===== src/rtl/ocp_pkg.sv =====
// Shared types, constants and helper functions for the orbit camera pose unit.
// Used by ocp_front, ocp_queue, ocp_back and orbit_camera_pose_unit; no dependencies.
`default_nettype none

package ocp_pkg;

    // Iteration counts of the shared CORDIC and of the bit-serial square root.
    localparam int CORDIC_STEPS = 32;
    localparam int SQRT_STEPS   = 34;
    localparam int CNT_W        = 6;

    // Packed stream widths.
    localparam int IN_DATA_W  = 200;
    localparam int OUT_DATA_W = 232;

    // Request kinds.
    localparam logic [1:0] REQ_SET_POS   = 2'd0;
    localparam logic [1:0] REQ_SET_ORBIT = 2'd1;
    localparam logic [1:0] REQ_READ_VIEW = 2'd2;

    // Configuration register indexes.
    localparam logic [1:0] CFG_TARGET_X = 2'd0;
    localparam logic [1:0] CFG_TARGET_Y = 2'd1;
    localparam logic [1:0] CFG_TARGET_Z = 2'd2;

    // Angle constants in Q3.29 and the CORDIC start value in Q30.
    localparam logic signed [33:0] PI_Q29       = 34'sd1686629713;
    localparam logic signed [33:0] HALF_PI_Q29  = 34'sd843314857;
    localparam logic signed [33:0] INV_GAIN_Q30 = 34'sd652032874;

    localparam logic [32:0] RANGE_RESET = 33'd655360;

    typedef struct packed {
        logic [1:0]         kind;
        logic signed [31:0] pos_x;
        logic signed [31:0] pos_y;
        logic signed [31:0] pos_z;
        logic [32:0]        new_range;
        logic signed [31:0] new_elevation;
        logic signed [31:0] new_azimuth;
    } t_req;

    typedef struct packed {
        logic signed [31:0] target_x;
        logic signed [31:0] target_y;
        logic signed [31:0] target_z;
    } t_cfg;

    typedef enum logic [3:0] {
        ST_IDLE,
        ST_SQUARE,
        ST_SQRT,
        ST_VNORM,
        ST_VROT,
        ST_ROT,
        ST_PROD,
        ST_ROW,
        ST_ROWOUT,
        ST_POSE
    } t_state;

    // Arctangent of 2^-i in Q3.29.
    function automatic logic signed [33:0] atan_q29(input logic [CNT_W-1:0] i);
        logic signed [33:0] v;
        unique case (i)
            6'd0: v = 34'sd421657428;
            6'd1: v = 34'sd248918915;
            6'd2: v = 34'sd131521918;
            6'd3: v = 34'sd66762579;
            6'd4: v = 34'sd33510843;
            6'd5: v = 34'sd16771758;
            6'd6: v = 34'sd8387925;
            6'd7: v = 34'sd4194219;
            6'd8: v = 34'sd2097141;
            6'd9: v = 34'sd1048575;
            default: v = (i <= 6'd29) ? (34'sd1 <<< (6'd29 - i)) : 34'sd0;
        endcase
        return v;
    endfunction

endpackage

`default_nettype wire


===== src/rtl/ocp_queue.sv =====
// Two-entry request queue between the front and the back of the pose unit.
// Depends on ocp_pkg for the request type.
`default_nettype none

module ocp_queue (
    input  wire logic          i_clk,
    input  wire logic          i_rst_n,
    input  wire logic          i_push,
    input  ocp_pkg::t_req      i_req,
    output logic               o_full,
    input  wire logic          i_pop,
    output ocp_pkg::t_req      o_req,
    output logic               o_empty
);
    import ocp_pkg::*;

    t_req       r_mem [2];
    logic       r_wptr;
    logic       r_rptr;
    logic [1:0] r_count;

    assign o_full  = (r_count == 2'd2);
    assign o_empty = (r_count == 2'd0);
    assign o_req   = r_mem[r_rptr];

    always_ff @(posedge i_clk) begin
        if (!i_rst_n) begin
            r_wptr  <= 1'b0;
            r_rptr  <= 1'b0;
            r_count <= 2'd0;
        end else begin
            if (i_push) begin
                r_wptr <= ~r_wptr;
            end
            if (i_pop) begin
                r_rptr <= ~r_rptr;
            end
            if (i_push && !i_pop) begin
                r_count <= r_count + 2'd1;
            end else if (i_pop && !i_push) begin
                r_count <= r_count - 2'd1;
            end
        end
    end

    always_ff @(posedge i_clk) begin
        if (i_push) begin
            r_mem[r_wptr] <= i_req;
        end
    end

endmodule

`default_nettype wire


===== config.mk =====
export PLATFORM = sky130hd
export DESIGN_NAME = ocp_queue
export DESIGN_NICKNAME = d
export VERILOG_FILES = /design/src/rtl/ocp_pkg.sv /design/src/rtl/ocp_queue.sv
export SDC_FILE = /design/constraint.sdc
export NUM_CORES = 1
export LEC_CHECK = 0
export BUFFER_PORTS_ARGS = -buffer_cell sky130_fd_sc_hd__buf_2
export CAP_MARGIN = 0
export CORE_UTILIZATION = 45
export DETAILED_ROUTE_END_ITERATION = 6
export HOLD_SLACK_MARGIN = 0.15
export PLACE_DENSITY_LB_ADDON = 0.25
export SYNTH_ARGS = -nofsm -noshare
export SYNTH_HDL_FRONTEND = slang
export SYNTH_SLANG_ARGS = --single-unit

===== constraint.sdc =====
create_clock -name i_clk -period 16.3 [get_ports i_clk]
set_input_delay 3.26 -clock i_clk [delete_from_list [all_inputs] [get_ports i_clk]]
set_output_delay 3.26 -clock i_clk [all_outputs]
set_load 0.005 [all_outputs]

==> summary by stage <==
Critical path
Traced cell by cell, the critical path runs through buf_4, buf_4, mux2_2, buf_2. The endpoint required time on the critical path is 13.04 ns. The worst setup path is launched from a flip-flop. The largest single stage delay on the critical path is 0.97 ns. The library cell appearing most often on the critical path is sky130_fd_sc_hd__buf_4.

The critical path contains buffers and inverters numbering 3 combined. The cell with the largest stage delay on the worst path is sky130_fd_sc_hd__buf_4. Data on the critical path arrives at its endpoint at approximately 3.6 ns.

The nature of the critical path endpoint is an output pin. Along the worst path, the maximum fanout reaches 63. The cell type group with the largest total delay on the critical path is buffers and inverters. The classification of the worst setup path is flip-flop to output pin.

Placed design
The final RePlAce weighted congestion is 0.749. The HPWL after detailed placement is approximately 19000 µm. The total of buffers placed on input and output ports is 395.

Timing
Setup violations remaining at the end of the flow were counted as 0. The accumulated negative setup slack is 0 ns. The share of the cycle needed by the critical path after routing is a little over two fifths.

The final number of max-transition violations is 0. The total count of hold-check failures in the final report came to 0. Setup repair after global routing left no endpoint under its margin.

The maximum clock frequency is 146 MHz. The relative max-transition margin is between 20% and 30%. The post-route minimum period is roughly 6.8 ns.

The worst clock skew is 0.00449 ns. The pin slew with the least headroom to its limit is between 1 and 1.5 ns.

Routing
In the routed design, unresolved DRC markers number 0. In the routed layout, each cell is associated on average with a via count of 4.73. Dividing the detail-routed wire length by the instance count gives ~19 µm. The number of nets with antenna violations after routing is 0. The first TritonRoute pass finished after 4 iterations.

Wires add up to 28900 µm. Summing over every cut layer, the via total after detailed routing is 7228. The detailed router finished its first iteration with 358 violations.

Synthesis
Yosys attributes the largest share of cell area to sky130_fd_sc_hd__edfxtp_1, sky130_fd_sc_hd__mux2_4, sky130_fd_sc_hd__mux2_2. The count of different cell masters after synthesis is 17. The share of the yosys chip area belonging to registers is 79.2%.

The dominant synthesized flop cell is sky130_fd_sc_hd__edfxtp_1. The number of warnings printed during yosys synthesis is 0. The average instance in the mapped netlist occupies 23.7 µm². Synthesis produced a netlist with a net count of 829. Of all cell types, the one taking the most synthesized area is sky130_fd_sc_hd__edfxtp_1. Counting flops and latches in the post-synthesis netlist gives 395. In the synthesized netlist, the cells that appear most often are sky130_fd_sc_hd__edfxtp_1, sky130_fd_sc_hd__mux2_4, sky130_fd_sc_hd__mux2_2.

The async set-or-reset flop fraction in the synthesized netlist is 0%. The number of enable flip-flop cells after synthesis is 390. In the post-synthesis netlist, the cell with the most instances is sky130_fd_sc_hd__edfxtp_1. The cell area that synthesis handed to floorplanning was 14900 µm². Of the post-synthesis cell area, the dominant cell type holds 78.5%.

The synthesized instance count is roughly 630.

Clock network
The H-tree level count is 2. After clock tree synthesis, the flow added hold-fix buffers numbering 0. Clock-pin slew was measured on the worst setup and hold paths at 0.06 ns. In this run, CTS created clock tree buffers numbering 42. The total clock sinks is 395. The CTS tree is built. Clock latency on the worst-skew pair, taken at its later pin, is 0.52 ns. The clock tree buffer depth is 3. The post-cts gate resize count is 0. The root buffer cell chosen for the clock tree is sky130_fd_sc_hd__clkbuf_16.

The number of buffers added for setup after CTS is 0.

Die
In this run the vertical extent of the chip is 184 µm. The die footprint is 33900 µm². In this run the horizontal extent of the chip is 184 µm.

The total number of placement rows is 66. The number of primary I/O pins is between 300 and 400. The core region area is 32500 µm².

For this configuration, the core starts out at a cell density of a little under half.

GRT
The initial antenna violation count was 2. Entering global routing, the biggest net connects between 150 and 200 pins. In the global route stage, overall resource usage came out at 16.2%. The total global routing overflow is 0. The number of global-route vias before repair is 7517. The first global-routing pass estimated 41600 µm of wire.

Job
Across the run, the number of max-cap violations was 0.

Cells and area
In the final layout, the share of cells above drive strength 1 is 59.9%. Compared with the post-synthesis result, the final layout area differs by 24.4%. The net count of the finished layout is around 1300.

For this run, the share of the core covered by cells in the final layout is 57.0%.

Pwr
The sum of internal, switching and leakage power is between 0.002 and 0.0025 W. The peak supply drop is 0.0000882 V. The power per cell area is roughly 120 nW/µm². The leakage power is 7.24 nW.

Worst hold path
The class of the tightest hold or removal check is flip-flop to flip-flop.

Status
The flow ran to the end, and the final reports show no timing, DRC or antenna violations.
-- where the power goes --
group	total, W	leakage [nW]	internal (W)	switching, W
logic	0.000233	2.94	0.000128	0.000105
registers	0.00119	3.70	0.00118	0.0000145
clock network	0.000866	0.596	0.000506	0.000360
total	0.00229	7.24	0.00181	0.000480
-- cells in the final DEF (no fill, tap or decap), drive strengths merged --
master    count
a21boi        1
and2          4
buf         401
bufinv        2
clkbuf       55
clkinv       13
clkinvlp      2
dfxtp         5
diode         3
edfxtp      390
ha            1
inv           3
mux2        195
nor2          1
nor2b         3
o21a          1
o21ai         1
or3           1
xnor2         1
xor2          2
-- layout make-up --
| type | instances | area, µm² |
|---|---|---|
| fill | 2590 | 14000 |
| antenna | 3 | 7.51 |
| clock buffer | 55 | 1100 |
| sequential | 395 | 11800 |
| timing repair buffer | 401 | 2030 |
| inverter | 1 | 3.75 |
| clock inverter | 19 | 154 |
| multi-input combinational | 211 | 2880 |
| tap | 442 | 553 |
-- path summary, 6_finish.rpt --
| check | start | to | slack [ns] | cells after the start |
|---|---|---|---|---|
| hold reg to reg | r_count[1] | r_count[1] | 0.52 | 2 |
| setup reg to reg | r_wptr | r_mem[1][155] | 13.78 | 2 |
| hold / removal | r_count[1] | r_count[1] | 0.52 | 2 |
| setup / recovery | flip-flop | o_req[18] | 9.46 | 4 |
-- registers in the layout, summed over array words and instances, names as in the netlist, named ones only --
signal	count
r_rptr	1
r_wptr	1
r_count	2
r_mem	390
-- kinds of logic after synthesis --
kind of cell | count (synthesis) | share of synthesized area, %
AOI/OAI and AO/OA | 3 | 0.134
xor gates and xnor gates | 3 | 0.176
and+or+nand+nor | 9 | 0.361
muxes | 195 | 18.5
buffers and inverters | 23 | 1.52
DFF | 395 | 79.2
adders and majority gates | 1 | 0.0839
-- tightest hold or removal path, cell delays in order, from the launching register on --
cell and delay [ns]:
sky130_fd_sc_hd__dfxtp_1 0.33, sky130_fd_sc_hd__o21ai_0 0.07, sky130_fd_sc_hd__a21boi_0 0.07
-- stage by stage --
stage	std cells	hold slack (ns)	worst slack (ns)	cell area, µm²
floorplan	629	0.473	3.81	14900
finish	1527	0.520	9.46	18500
detailed placement	1450	0.523	9.96	17300
global route	1525	0.579	9.28	18500
CTS	1524	0.531	9.38	18500
global placement	1450	0.497	9.95	17300
-- per-layer routing --
layer  vias to the layer above  global-route usage [%]  share of wire, %
met4                         0                    5.50               2.1
met5                         -                       0                 0
li1                       3366                       -                 -
met2                       276                    28.5                51
met3                        42                    5.61               8.5
met1                      3544                    18.4                38
(Power assumes the default switching activity.)
