`src/rtl/ocp_pkg.sv`:
```
// Shared types, constants and helper functions for the orbit camera pose unit.
// Used by ocp_front, ocp_queue, ocp_back and orbit_camera_pose_unit; no dependencies.
`default_nettype none

package ocp_pkg;

    // Iteration counts of the shared CORDIC and of the bit-serial square root.
    localparam int CORDIC_STEPS = 32;
    localparam int SQRT_STEPS   = 34;
    localparam int CNT_W        = 6;

    // Packed stream widths.
    localparam int IN_DATA_W  = 200;
    localparam int OUT_DATA_W = 232;

    // Request kinds.
    localparam logic [1:0] REQ_SET_POS   = 2'd0;
    localparam logic [1:0] REQ_SET_ORBIT = 2'd1;
    localparam logic [1:0] REQ_READ_VIEW = 2'd2;

    // Configuration register indexes.
    localparam logic [1:0] CFG_TARGET_X = 2'd0;
    localparam logic [1:0] CFG_TARGET_Y = 2'd1;
    localparam logic [1:0] CFG_TARGET_Z = 2'd2;

    // Angle constants in Q3.29 and the CORDIC start value in Q30.
    localparam logic signed [33:0] PI_Q29       = 34'sd1686629713;
    localparam logic signed [33:0] HALF_PI_Q29  = 34'sd843314857;
    localparam logic signed [33:0] INV_GAIN_Q30 = 34'sd652032874;

    localparam logic [32:0] RANGE_RESET = 33'd655360;

    typedef struct packed {
        logic [1:0]         kind;
        logic signed [31:0] pos_x;
        logic signed [31:0] pos_y;
        logic signed [31:0] pos_z;
        logic [32:0]        new_range;
        logic signed [31:0] new_elevation;
        logic signed [31:0] new_azimuth;
    } t_req;

    typedef struct packed {
        logic signed [31:0] target_x;
        logic signed [31:0] target_y;
        logic signed [31:0] target_z;
    } t_cfg;

    typedef enum logic [3:0] {
        ST_IDLE,
        ST_SQUARE,
        ST_SQRT,
        ST_VNORM,
        ST_VROT,
        ST_ROT,
        ST_PROD,
        ST_ROW,
        ST_ROWOUT,
        ST_POSE
    } t_state;

    // Arctangent of 2^-i in Q3.29.
    function automatic logic signed [33:0] atan_q29(input logic [CNT_W-1:0] i);
        logic signed [33:0] v;
        unique case (i)
            6'd0: v = 34'sd421657428;
            6'd1: v = 34'sd248918915;
            6'd2: v = 34'sd131521918;
            6'd3: v = 34'sd66762579;
            6'd4: v = 34'sd33510843;
            6'd5: v = 34'sd16771758;
            6'd6: v = 34'sd8387925;
            6'd7: v = 34'sd4194219;
            6'd8: v = 34'sd2097141;
            6'd9: v = 34'sd1048575;
            default: v = (i <= 6'd29) ? (34'sd1 <<< (6'd29 - i)) : 34'sd0;
        endcase
        return v;
    endfunction

endpackage

`default_nettype wire

```
`src/rtl/ocp_front.sv`:
```
// Front end: accepts request transfers, drops the unused code and holds the target registers.
// Depends on ocp_pkg.
`default_nettype none

module ocp_front (
    input  wire logic                           i_clk,
    input  wire logic                           i_rst_n,
    input  wire logic                           i_in_valid,
    output logic                                o_in_ready,
    input  wire logic [ocp_pkg::IN_DATA_W-1:0]  i_in_data,
    input  wire logic [1:0]                     i_in_user,
    input  wire logic                           i_cfg_valid,
    output logic                                o_cfg_ready,
    input  wire logic [1:0]                     i_cfg_index,
    input  wire logic [31:0]                    i_cfg_data,
    input  wire logic                           i_queue_full,
    output logic                                o_push,
    output ocp_pkg::t_req                       o_req,
    output ocp_pkg::t_cfg                       o_cfg
);
    import ocp_pkg::*;

    t_cfg r_cfg;
    logic in_xfer;

    assign o_in_ready  = !i_queue_full;
    assign o_cfg_ready = 1'b1;
    assign in_xfer     = i_in_valid && !i_queue_full;

    // The unused request code is accepted but never reaches the back end.
    assign o_push = in_xfer && (i_in_user == REQ_SET_POS || i_in_user == REQ_SET_ORBIT ||
                                i_in_user == REQ_READ_VIEW);

    assign o_req.kind          = i_in_user;
    assign o_req.pos_x         = i_in_data[31:0];
    assign o_req.pos_y         = i_in_data[63:32];
    assign o_req.pos_z         = i_in_data[95:64];
    assign o_req.new_range     = i_in_data[128:96];
    assign o_req.new_elevation = i_in_data[160:129];
    assign o_req.new_azimuth   = i_in_data[192:161];
    assign o_cfg               = r_cfg;

    always_ff @(posedge i_clk) begin
        if (!i_rst_n) begin
            r_cfg <= '0;
        end else if (i_cfg_valid) begin
            unique case (i_cfg_index)
                CFG_TARGET_X: r_cfg.target_x <= i_cfg_data;
                CFG_TARGET_Y: r_cfg.target_y <= i_cfg_data;
                CFG_TARGET_Z: r_cfg.target_z <= i_cfg_data;
                default: ;
            endcase
        end
    end

endmodule

`default_nettype wire

```
`config.mk`:
```
export PLATFORM = sky130hd
export DESIGN_NAME = ocp_front
export DESIGN_NICKNAME = d
export VERILOG_FILES = /design/src/rtl/ocp_pkg.sv /design/src/rtl/ocp_front.sv
export SDC_FILE = /design/constraint.sdc
export NUM_CORES = 1
export LEC_CHECK = 0
export ABC_AREA = 1
export ABC_CLOCK_PERIOD_IN_PS = 800
export BUFFER_PORTS_ARGS = -buffer_cell sky130_fd_sc_hd__buf_2
export CORE_AREA = 2 2 209 211
export CTS_BUF_LIST = sky130_fd_sc_hd__clkbuf_2
export CTS_CLUSTER_SIZE = 14
export DETAILED_ROUTE_END_ITERATION = 16
export DIE_AREA = 0 0 211 213
export SLEW_MARGIN = 40
export SYNTH_ARGS = -nofsm -noshare
export SYNTH_HDL_FRONTEND = slang
export SYNTH_SLANG_ARGS = --single-unit
export TNS_END_PERCENT = 5
```
`constraint.sdc`:
```
create_clock -name i_clk -period 0.8 [get_ports i_clk]
set_input_delay 0.04 -clock i_clk [delete_from_list [all_inputs] [get_ports i_clk]]
set_output_delay 0.04 -clock i_clk [all_outputs]
set_load 0.02 [all_outputs]
```
==> results.sh, run 1 <==
export IMPL_fp_dieArea_mm2=0.0449
export IMPL_synth_seq_cells=96
export IMPL_synth_top_cell_by_area="dfxtp_1"
export IMPL_grt_ovfl_total=0
export IMPL_dr_wl_met2_mm=9.67
export IMPL_fmax_ghz=0.732
export IMPL_reg2regPathDepth=5
export IMPL_violations="negative setup slack"
export IMPL_synth_adder_area_share_pct=0
export IMPL_comb_power_share_pct=21.9
export IMPL_fin_ws_ns=-0.566
export IMPL_ioPinCount=535
export IMPL_drc=0
export IMPL_grt_max_degree=37
export IMPL_synth_area_top_cells="dfxtp_1, buf_4, nand2_1"
export IMPL_layout_min_cycle_time_ns=1.37
export IMPL_final_area_mm2=0.00720
export IMPL_hpwl_mm=15.1
export IMPL_crit_path_start="o_cfg[79]$_SDFFE_PN0P_"
export IMPL_met1_length_mm=7.47
export IMPL_final_cell_mix="nand2_1, nor2_1, inv_1, dfxtp_2, buf_6"
export IMPL_cp_top_family="flip-flops"
export IMPL_synth_top_area_share_pct=34.3
export IMPL_cp_data_required_time_ns=0.76
export IMPL_ir_drop_v=0.000692
export IMPL_finalNetCount=1075
export IMPL_cp_num_buf_inv=1
export IMPL_syn_avg_cell_area_um2=6.86
export IMPL_worst_path_max_fanout=2
export IMPL_cp_cell_sequence="buf_6"
export IMPL_cap_violations=0
export IMPL_p_total_mw=11.0
export IMPL_power_frac_seq_pct=48.1
export IMPL_gp_congestion=0.693
export IMPL_start_util_pct=13.1
export IMPL_p_leak_nw=3.52
export IMPL_vias_per_cell=3.32
export IMPL_drtPass1Iterations=7
export IMPL_r2r_end="o_cfg[22]$_SDFFE_PN0P_"
export IMPL_final_common_cell="nand2_1"
export IMPL_cp_slowest_cell="dfxtp_2"
export IMPL_clk_pin_slew_ns=0.34
export IMPL_finalSetupViolCount=117
export IMPL_io_buffers=140
export IMPL_die_w_um=211
export IMPL_die_h_um=213
export IMPL_synth_compound_area_share_pct=2.95
export IMPL_avgRoutedWirePerCell_um=15.0
export IMPL_grt_antenna_before_repair=1
export IMPL_cts_buffers=9
export IMPL_grt_pass1_vias=4512
export IMPL_rr_startpoint="o_cfg[22]$_SDFFE_PN0P_"
export IMPL_p_int_mw=7.37
export IMPL_final_max_slew_viol_count=0
export IMPL_crit_cells=1
export IMPL_grt_pass1_wl_mm=29.2
export IMPL_hold_path_class="in2out"
export IMPL_hold_violations=0
export IMPL_htreeDepth=3
export IMPL_yosys_warnings=0
export IMPL_hold_depth=0
export IMPL_cts_tree="yes"
export IMPL_synthMuxAreaShare_pct=0
export IMPL_swShare_pct=32.8
export IMPL_synthCells=817
export IMPL_yosys_area_share_simple_pct=25.2
export IMPL_cts_buffer_depth=2
export IMPL_rows=76
export IMPL_synth_xor_area_share_pct=0
export IMPL_wirelength_mm=20.8
export IMPL_drt_iter0_markers=286
export IMPL_slowest_delay_ns=0.42
export IMPL_power_density_mw_per_mm2=1520
export IMPL_design_core_area_mm2=0.0427
export IMPL_cp_arrival_ns=1.33
export IMPL_cts_sinks=96
export IMPL_status="finished, violations left"
export IMPL_vias=4606
export IMPL_fin_util_pct=16.9
export IMPL_clk_latency_ns=0.74
export IMPL_syn_area_mm2=0.00560
export IMPL_ant_nets=0
export IMPL_syn_num_nets=1058
export IMPL_finalCritPeriodShare_pct=171
export IMPL_drive_above_1_share_pct=33.8
export IMPL_post_dp_cell_area_mm2=0.00559
export IMPL_synth_cell_type_count=13
export IMPL_ys_seq_area_share_pct=34.3
export IMPL_r2r_slack_ns=0
export IMPL_largest_reg_flops=96
export IMPL_p_clk_share_pct=30.0
export IMPL_grt_total_usage_pct=9.20
export IMPL_skew_ns=0
export IMPL_cp_start_kind="register"
export IMPL_area_growth_pct=28.6
export IMPL_cp_endpoint="o_cfg[79]"
export IMPL_cts_root_buffer="clkbuf_2"
export IMPL_route_met3_wl_mm=2.50
export IMPL_path_class="reg2out"
export IMPL_synth_top_family_by_area="buffers and inverters"
export IMPL_grt_setup_unrepaired="yes"
export IMPL_top_layer="met4"
export IMPL_power_switching_mw=3.60
export IMPL_end_kind="primary output"
per-layer routing:
metal / track usage (%) / up-vias
met3: 5.03 / 105
met5: 0.667 / -
li1: - / 2236
met1: 8.93 / 1987
met2: 14.7 / 278
met4: 6.80 / 0
cells by family after synthesis:
| kind of cell | Yosys count |
|---|---|
| flip-flops | 96 |
| AND/OR/NAND/NOR | 356 |
| buffers and inverters | 331 |
| other | 1 |
| AO/OA/AOI/OAI | 33 |
synth_stat cells, drive strengths merged:
library cell / n
conb: 1
buf: 232
inv: 99
dfxtp: 96
nor2: 161
nand3: 34
a21oi: 33
nand2: 161
cell type report:
class                   instances  area (µm²)
clock buffers                   9        45.0
flip-flops and latches         96        2040
clock inverters                 7         111
well taps                     546         683
multi-input cells             390        1580
diodes                          4        10.0
repair buffers                238        2360
fillers                      4738       35500
inverters                      99         372
stage by stage:
| step | setup TNS [ns] | worst slack [ns] | instances | hold slack (ns) |
|---|---|---|---|---|
| 3_3_place_gp | -7.07 | -0.170 | 1294 | 0.0801 |
| 3_5_place_dp | -8.67 | -0.161 | 1294 | 0.0801 |
| 2_1_floorplan | 0 | 0.0927 | 817 | 0.164 |
| 4_1_cts | -67.60 | -0.785 | 1383 | 0.0112 |
| 6_report | -50.27 | -0.566 | 1389 | 0.0800 |
| 5_1_grt | -68.55 | -0.781 | 1389 | 0.0497 |
worst min path at each step:
stage                   startpoint                     end
floorplan             i_queue_full              o_in_ready
global placement     i_in_data[67]              o_req[100]
detailed placement   i_in_data[67]              o_req[100]
CTS                  i_cfg_data[1]  o_cfg[65]$_SDFFE_PN0P_
global route        i_cfg_data[23]  o_cfg[87]$_SDFFE_PN0P_
finish               i_in_data[60]              o_req[157]
repair_timing:
item / CTS / global route
setup endpoints to repair: 96 / 106
hold buffers: 72 / 0
setup buffers: 1 / 2
resized for setup: 288 / 4
endpoints found under the hold margin: 96 / 0
power groups by stage:
| stage | sequential [mW] | clock [mW] | combinational, mW |
|---|---|---|---|
| 4_1_cts | 5.28 | 3.64 | 2.42 |
| 2_1_floorplan | 5.57 | 0 | 2.19 |
| 3_3_place_gp | 5.25 | 0 | 1.82 |
| 5_1_grt | 5.32 | 3.73 | 2.64 |
| 3_5_place_dp | 5.26 | 0 | 1.85 |
| 6_report | 5.28 | 3.29 | 2.40 |
Note: power is estimated with default switching activity, not from simulation.
==> run 2, diff against run 1 <==
--- a/config.mk
+++ b/config.mk
@@ -7,12 +7,13 @@
 export LEC_CHECK = 0
 export ABC_AREA = 1
 export ABC_CLOCK_PERIOD_IN_PS = 800
-export BUFFER_PORTS_ARGS = -buffer_cell sky130_fd_sc_hd__buf_2
-export CORE_AREA = 2 2 209 211
+export CORE_AREA = 2 2 206 208
 export CTS_BUF_LIST = sky130_fd_sc_hd__clkbuf_2
 export CTS_CLUSTER_SIZE = 14
 export DETAILED_ROUTE_END_ITERATION = 16
-export DIE_AREA = 0 0 211 213
+export DIE_AREA = 0 0 208 210
+export DONT_BUFFER_PORTS = 1
+export GPL_TIMING_DRIVEN = 0
 export SLEW_MARGIN = 40
 export SYNTH_ARGS = -nofsm -noshare
 export SYNTH_HDL_FRONTEND = slang
==> run 2 against run 1 <==
Net effect: the flow still finishes with violations (negative setup slack); register-to-register slack improved by 0.02 ns; first-iteration DRC count down 11%; largest power group unchanged; clock skew stayed put; worst hold slack got worse by 0.053 ns; clock power is 26% lower; cell area is 6.2% higher.
==> results.sh, run 2 (synthesis results as in run 1) <==
export IMPL_status="finished, violations left"
export IMPL_violations="negative setup slack"
export IMPL_final_common_cell="buf_4"
export IMPL_dpl_worst_slack_ns=-0.518
export IMPL_rows=75
export IMPL_finalSetupViolCount=169
export IMPL_design_core_area_mm2=0.0415
export IMPL_die_w_um=208
export IMPL_hold_violations=0
export IMPL_comb_power_share_pct=28.1
export IMPL_r2r_end="o_cfg[57]$_SDFFE_PN0P_"
export IMPL_cp_arrival_ns=1.22
export IMPL_cts_root_buffer="clkbuf_2"
export IMPL_cts_sinks=96
export IMPL_wirelength_mm=27.1
export IMPL_clk_pin_slew_ns=0.30
export IMPL_dp_cells=1356
export IMPL_start_util_pct=13.5
export IMPL_cts_buffer_depth=2
export IMPL_drc=0
export IMPL_io_buffers=0
export IMPL_power_switching_mw=4.31
export IMPL_power_frac_seq_pct=49.7
export IMPL_hold_start="i_cfg_valid"
export IMPL_grt_max_degree=17
export IMPL_vias=5098
export IMPL_grt_total_usage_pct=11.3
export IMPL_fin_util_pct=18.4
export IMPL_p_leak_nw=3.79
export IMPL_p_int_mw=6.61
export IMPL_drive_above_1_share_pct=37.8
export IMPL_vias_per_cell=3.48
export IMPL_grt_ovfl_total=0
export IMPL_fin_cells=1465
export IMPL_whs_ns=0.0274
export IMPL_cap_violations=0
export IMPL_cts_tree="yes"
export IMPL_worst_path_max_fanout=2
export IMPL_area_growth_pct=36.6
export IMPL_reg2regPathDepth=4
export IMPL_final_max_slew_viol_count=0
export IMPL_hold_depth=6
export IMPL_fin_setup_tns_ns=-57.15
export IMPL_final_cell_mix="buf_4, nand2_1, nor2_1, inv_1, dfxtp_4"
export IMPL_grt_antenna_before_repair=2
export IMPL_skew_ns=0
export IMPL_gp_congestion=0.806
export IMPL_grt_pass1_wl_mm=34.7
export IMPL_hold_path_class="in2reg"
export IMPL_fin_ws_ns=-0.457
export IMPL_grt_pass1_vias=4743
export IMPL_ant_nets=0
export IMPL_avgRoutedWirePerCell_um=18.5
export IMPL_drtPass1Iterations=5
export IMPL_final_area_mm2=0.00765
export IMPL_power_density_mw_per_mm2=1430
export IMPL_p_clk_share_pct=22.2
export IMPL_layout_min_cycle_time_ns=1.26
export IMPL_p_total_mw=10.9
export IMPL_cp_start_kind="register"
export IMPL_ioPinCount=535
export IMPL_worstHoldEndpoint="o_cfg[27]$_SDFFE_PN0P_"
export IMPL_hpwl_mm=20.6
export IMPL_largest_reg_flops=96
export IMPL_clk_latency_ns=0.72
export IMPL_fmax_ghz=0.795
export IMPL_end_kind="primary output"
export IMPL_ir_drop_v=0.000661
export IMPL_die_h_um=210
export IMPL_finalCritPeriodShare_pct=157
export IMPL_drt_iter0_markers=255
export IMPL_cp_data_required_time_ns=0.76
export IMPL_swShare_pct=39.5
export IMPL_path_class="reg2out"
export IMPL_timing_slew_headroom_pct=51.7
export IMPL_finalNetCount=1156
export IMPL_rr_startpoint="o_cfg[57]$_SDFFE_PN0P_"
export IMPL_grt_setup_unrepaired="yes"
export IMPL_post_dp_cell_area_mm2=0.00628
export IMPL_r2r_slack_ns=0.02
export IMPL_htreeDepth=3
export IMPL_cts_buffers=9
export IMPL_fp_dieArea_mm2=0.0437
export IMPL_tightest_slew_ns=0.725
export IMPL_fillers=4671
-- run 2: cell count changes in the layout (fill, tap and decap cells not counted), moves of 11 or more --
| cell | change |
|---|---|
| buf_2 | -31 |
| buf_6 | -88 |
| buf_4 | +190 |
| dfxtp_4 | +96 |
| dlygate4sd3_1 | +12 |
| dfxtp_2 | -96 |
| buf_12 | -11 |
-- run 2: worst max path at each step --
stage,start,end,cells after the start,slack (ns)
CTS,o_cfg[46]$_SDFFE_PN0P_,o_cfg[46],0,-0.63
global route,o_cfg[46]$_SDFFE_PN0P_,o_cfg[46],0,-0.65
finish,o_cfg[45]$_SDFFE_PN0P_,o_cfg[45],0,-0.46
detailed placement,i_cfg_index[0],o_cfg[71]$_SDFFE_PN0P_,5,-0.52
global placement,i_cfg_index[0],o_cfg[71]$_SDFFE_PN0P_,5,-0.49
floorplan,o_cfg[0]$_SDFFE_PN0P_,o_cfg[0]$_SDFFE_PN0P_,4,0.09
-- run 2: layout make-up --
cell class	count	area, µm²	area share (%)
tap	539	674	8.81
buffer	232	1740	22.7
timing repair buffer	87	881	11.5
clock buffer	10	50.0	0.654
clock inverter	6	43.8	0.572
inverter	99	372	4.86
multi-input combinational	390	1590	20.8
sequential	96	2280	29.8
antenna	6	15.0	0.196
-- run 2: what timing repair did --
| action | CTS | global route |
|---|---|---|
| hold buffers | 76 | 11 |
| hold endpoints to repair | 96 | 33 |
| pin swaps | 0 | 0 |
| cloned | 0 | 0 |
| endpoints found under the setup margin | 159 | 187 |
| setup buffers | 0 | 0 |
| gates resized for setup | 192 | 17 |
-- run 2: routing by layer --
layer | part of all wire [%] | vias to the layer above | global-route usage [%]
met3 | 7.4 | 18 | 3.83
met2 | 53 | 291 | 20.8
li1 | - | 2424 | -
met1 | 38 | 2365 | 12.2
met5 | 0 | - | 0
met4 | 1.6 | 0 | 3.55
-- run 2: worst reg2reg max path, stage by stage (launching register included) --
cell     delay (ns)
dfxtp_4        0.45
inv_1          0.05
nand2_1        0.07
nand2_1        0.06
nor2_1         0.11
-- run 2: power by group through the flow --
stage / registers, mW / logic, mW / clock network [mW]
floorplan: 5.57 / 2.19 / 0
global placement: 5.65 / 2.65 / 0
detailed placement: 5.66 / 2.67 / 0
CTS: 5.43 / 3.04 / 2.69
global route: 5.46 / 3.31 / 2.84
finish: 5.42 / 3.07 / 2.43
==> run 3, diff against run 2 <==
--- a/config.mk
+++ b/config.mk
@@ -7,11 +7,11 @@
 export LEC_CHECK = 0
 export ABC_AREA = 1
 export ABC_CLOCK_PERIOD_IN_PS = 800
-export CORE_AREA = 2 2 206 208
+export CORE_AREA = 2 2 208 210
 export CTS_BUF_LIST = sky130_fd_sc_hd__clkbuf_2
 export CTS_CLUSTER_SIZE = 14
 export DETAILED_ROUTE_END_ITERATION = 16
-export DIE_AREA = 0 0 208 210
+export DIE_AREA = 0 0 210 212
 export DONT_BUFFER_PORTS = 1
 export GPL_TIMING_DRIVEN = 0
 export SLEW_MARGIN = 40
==> run 3 against run 2 <==
Net effect: the flow finishes with violations (negative hold slack, negative setup slack); largest cell class unchanged; sequential cell count unchanged; first-iteration DRC count down 0.78%; critical endpoint is now o_cfg[46]; cell area down 1.8%; maximum frequency down 4.6%.
==> results.sh, run 3 (synthesis results as in run 1) <==
export IMPL_status="finished, violations left"
export IMPL_violations="negative hold slack, negative setup slack"
export IMPL_cts_sinks=96
export IMPL_largest_reg_flops=96
export IMPL_crit_cells=0
export IMPL_grt_ovfl_total=0
export IMPL_die_h_um=212
export IMPL_cp_data_required_time_ns=0.76
export IMPL_dpl_worst_slack_ns=-0.566
export IMPL_cts_tree="yes"
export IMPL_layout_min_cycle_time_ns=1.32
export IMPL_start_util_pct=13.2
export IMPL_rows=76
export IMPL_vias=5019
export IMPL_vias_per_cell=3.45
export IMPL_grt_pass1_vias=4819
export IMPL_design_core_area_mm2=0.0425
export IMPL_fmax_ghz=0.759
export IMPL_power_density_mw_per_mm2=1480
export IMPL_ant_nets=0
export IMPL_timing_slew_headroom_pct=52.1
export IMPL_path_class="reg2out"
export IMPL_end_kind="primary output"
export IMPL_grt_setup_unrepaired="yes"
export IMPL_die_w_um=210
export IMPL_wirelength_mm=24.4
export IMPL_clk_pin_slew_ns=0.34
export IMPL_avgRoutedWirePerCell_um=16.8
export IMPL_final_cell_mix="buf_4, nand2_1, nor2_1, inv_1, dfxtp_4"
export IMPL_finalSetupViolCount=184
export IMPL_ir_drop_v=0.000822
export IMPL_drive_above_1_share_pct=38.3
export IMPL_fp_dieArea_mm2=0.0445
export IMPL_hold_path_class="in2reg"
export IMPL_grt_max_degree=17
export IMPL_cp_endpoint="o_cfg[46]"
export IMPL_fillers=4742
export IMPL_drtPass1Iterations=7
export IMPL_worst_path_max_fanout=2
export IMPL_finalCritPeriodShare_pct=165
export IMPL_rr_startpoint="o_cfg[27]$_SDFFE_PN0P_"
export IMPL_grt_total_usage_pct=10.5
export IMPL_fin_setup_tns_ns=-55.69
export IMPL_hpwl_mm=19.1
export IMPL_final_common_cell="buf_4"
export IMPL_whs_ns=-0.0399
export IMPL_hold_violations=7
export IMPL_cp_arrival_ns=1.28
export IMPL_cts_root_buffer="clkbuf_2"
export IMPL_htreeDepth=3
export IMPL_skew_ns=0
export IMPL_gp_congestion=0.726
export IMPL_fin_ws_ns=-0.517
export IMPL_io_buffers=0
export IMPL_finalNetCount=1139
export IMPL_r2r_end="o_cfg[27]$_SDFFE_PN0P_"
export IMPL_tightest_slew_ns=0.718
export IMPL_cap_violations=0
export IMPL_cts_buffer_depth=2
export IMPL_cts_buffers=9
export IMPL_area_growth_pct=34.1
export IMPL_p_leak_nw=3.69
export IMPL_r2r_slack_ns=0.03
export IMPL_ioPinCount=535
export IMPL_cp_start_kind="register"
export IMPL_grt_antenna_before_repair=2
export IMPL_drt_iter0_markers=253
export IMPL_reg2regPathDepth=4
export IMPL_drc=0
export IMPL_grt_pass1_wl_mm=32.5
export IMPL_final_max_slew_viol_count=0
export IMPL_crit_path_start="o_cfg[46]$_SDFFE_PN0P_"
export IMPL_clk_latency_ns=0.72
run 3: cell types whose count changed in the layout (fill, tap and decap cells not counted), moves of 2 or more:
cell            before  now
buf_2               14    8
dlygate4sd3_1       80   67
nand3_1             30   32
buf_6                8   11
dlymetal6s2s_1       3    0
buf_4              206  210
nand3_2              2    0
run 3: worst min-delay path by stage:
stage                   start  slack [ns]  depth (start not counted)                endpoint
2_1_floorplan    i_queue_full        0.16                          1              o_in_ready
3_3_place_gp    i_cfg_data[7]        0.18                          2   o_cfg[7]$_SDFFE_PN0P_
3_5_place_dp   i_cfg_data[15]        0.18                          2  o_cfg[15]$_SDFFE_PN0P_
4_1_cts        i_cfg_data[17]        0.07                          5  o_cfg[81]$_SDFFE_PN0P_
5_1_grt        i_cfg_index[1]       -0.19                          5   o_cfg[2]$_SDFFE_PN0P_
6_report       i_cfg_index[1]       -0.04                          5   o_cfg[2]$_SDFFE_PN0P_
run 3: repair_timing:
| item | in CTS | in global routing |
|---|---|---|
| gates resized for setup | 193 | 19 |
| cloned | 0 | 0 |
| pin swaps | 0 | 1 |
| endpoints found under the setup margin | 161 | 181 |
| buffers inserted | 0 | 0 |
| hold buffers | 69 | 1 |
| hold endpoints to repair | 96 | 42 |
run 3: layout make-up:
cell class                      count  area, µm²  area share (%)
Buffer                            232       1750            23.3
Sequential cell                    96       2280            30.4
Timing Repair Buffer               70        701            9.33
Multi-Input combinational cell    390       1590            21.1
Tap cell                          546        683            9.09
Inverter                           99        372            4.95
Clock inverter                      6       67.6           0.899
Clock buffer                       10       50.0           0.666
Antenna cell                        7       17.5           0.233
run 3: power by group:
part           total, mW  internal (mW)  switching (mW)
logic               2.96           1.22            1.74
clock network       2.77          0.749            2.02
registers           5.42           4.91           0.510
run 3: routing by layer:
| layer | GRT usage [%] | part of all wire [%] |
|---|---|---|
| met1 | 10.9 | 37 |
| met2 | 19.6 | 53 |
| met3 | 3.34 | 7.7 |
| met4 | 4.04 | 2.2 |
| met5 | 0 | 0 |
run 3: metrics by stage:
step	cells	power [mW]	util, %	area, µm²
final	1456	11.2	17.7	7510
after global routing	1455	11.9	17.7	7510
after CTS	1448	11.4	17.5	7460
after detailed placement	1363	8.28	14.8	6290
after global placement	1363	8.25	14.8	6280
after floorplan	817	7.75	-	5600
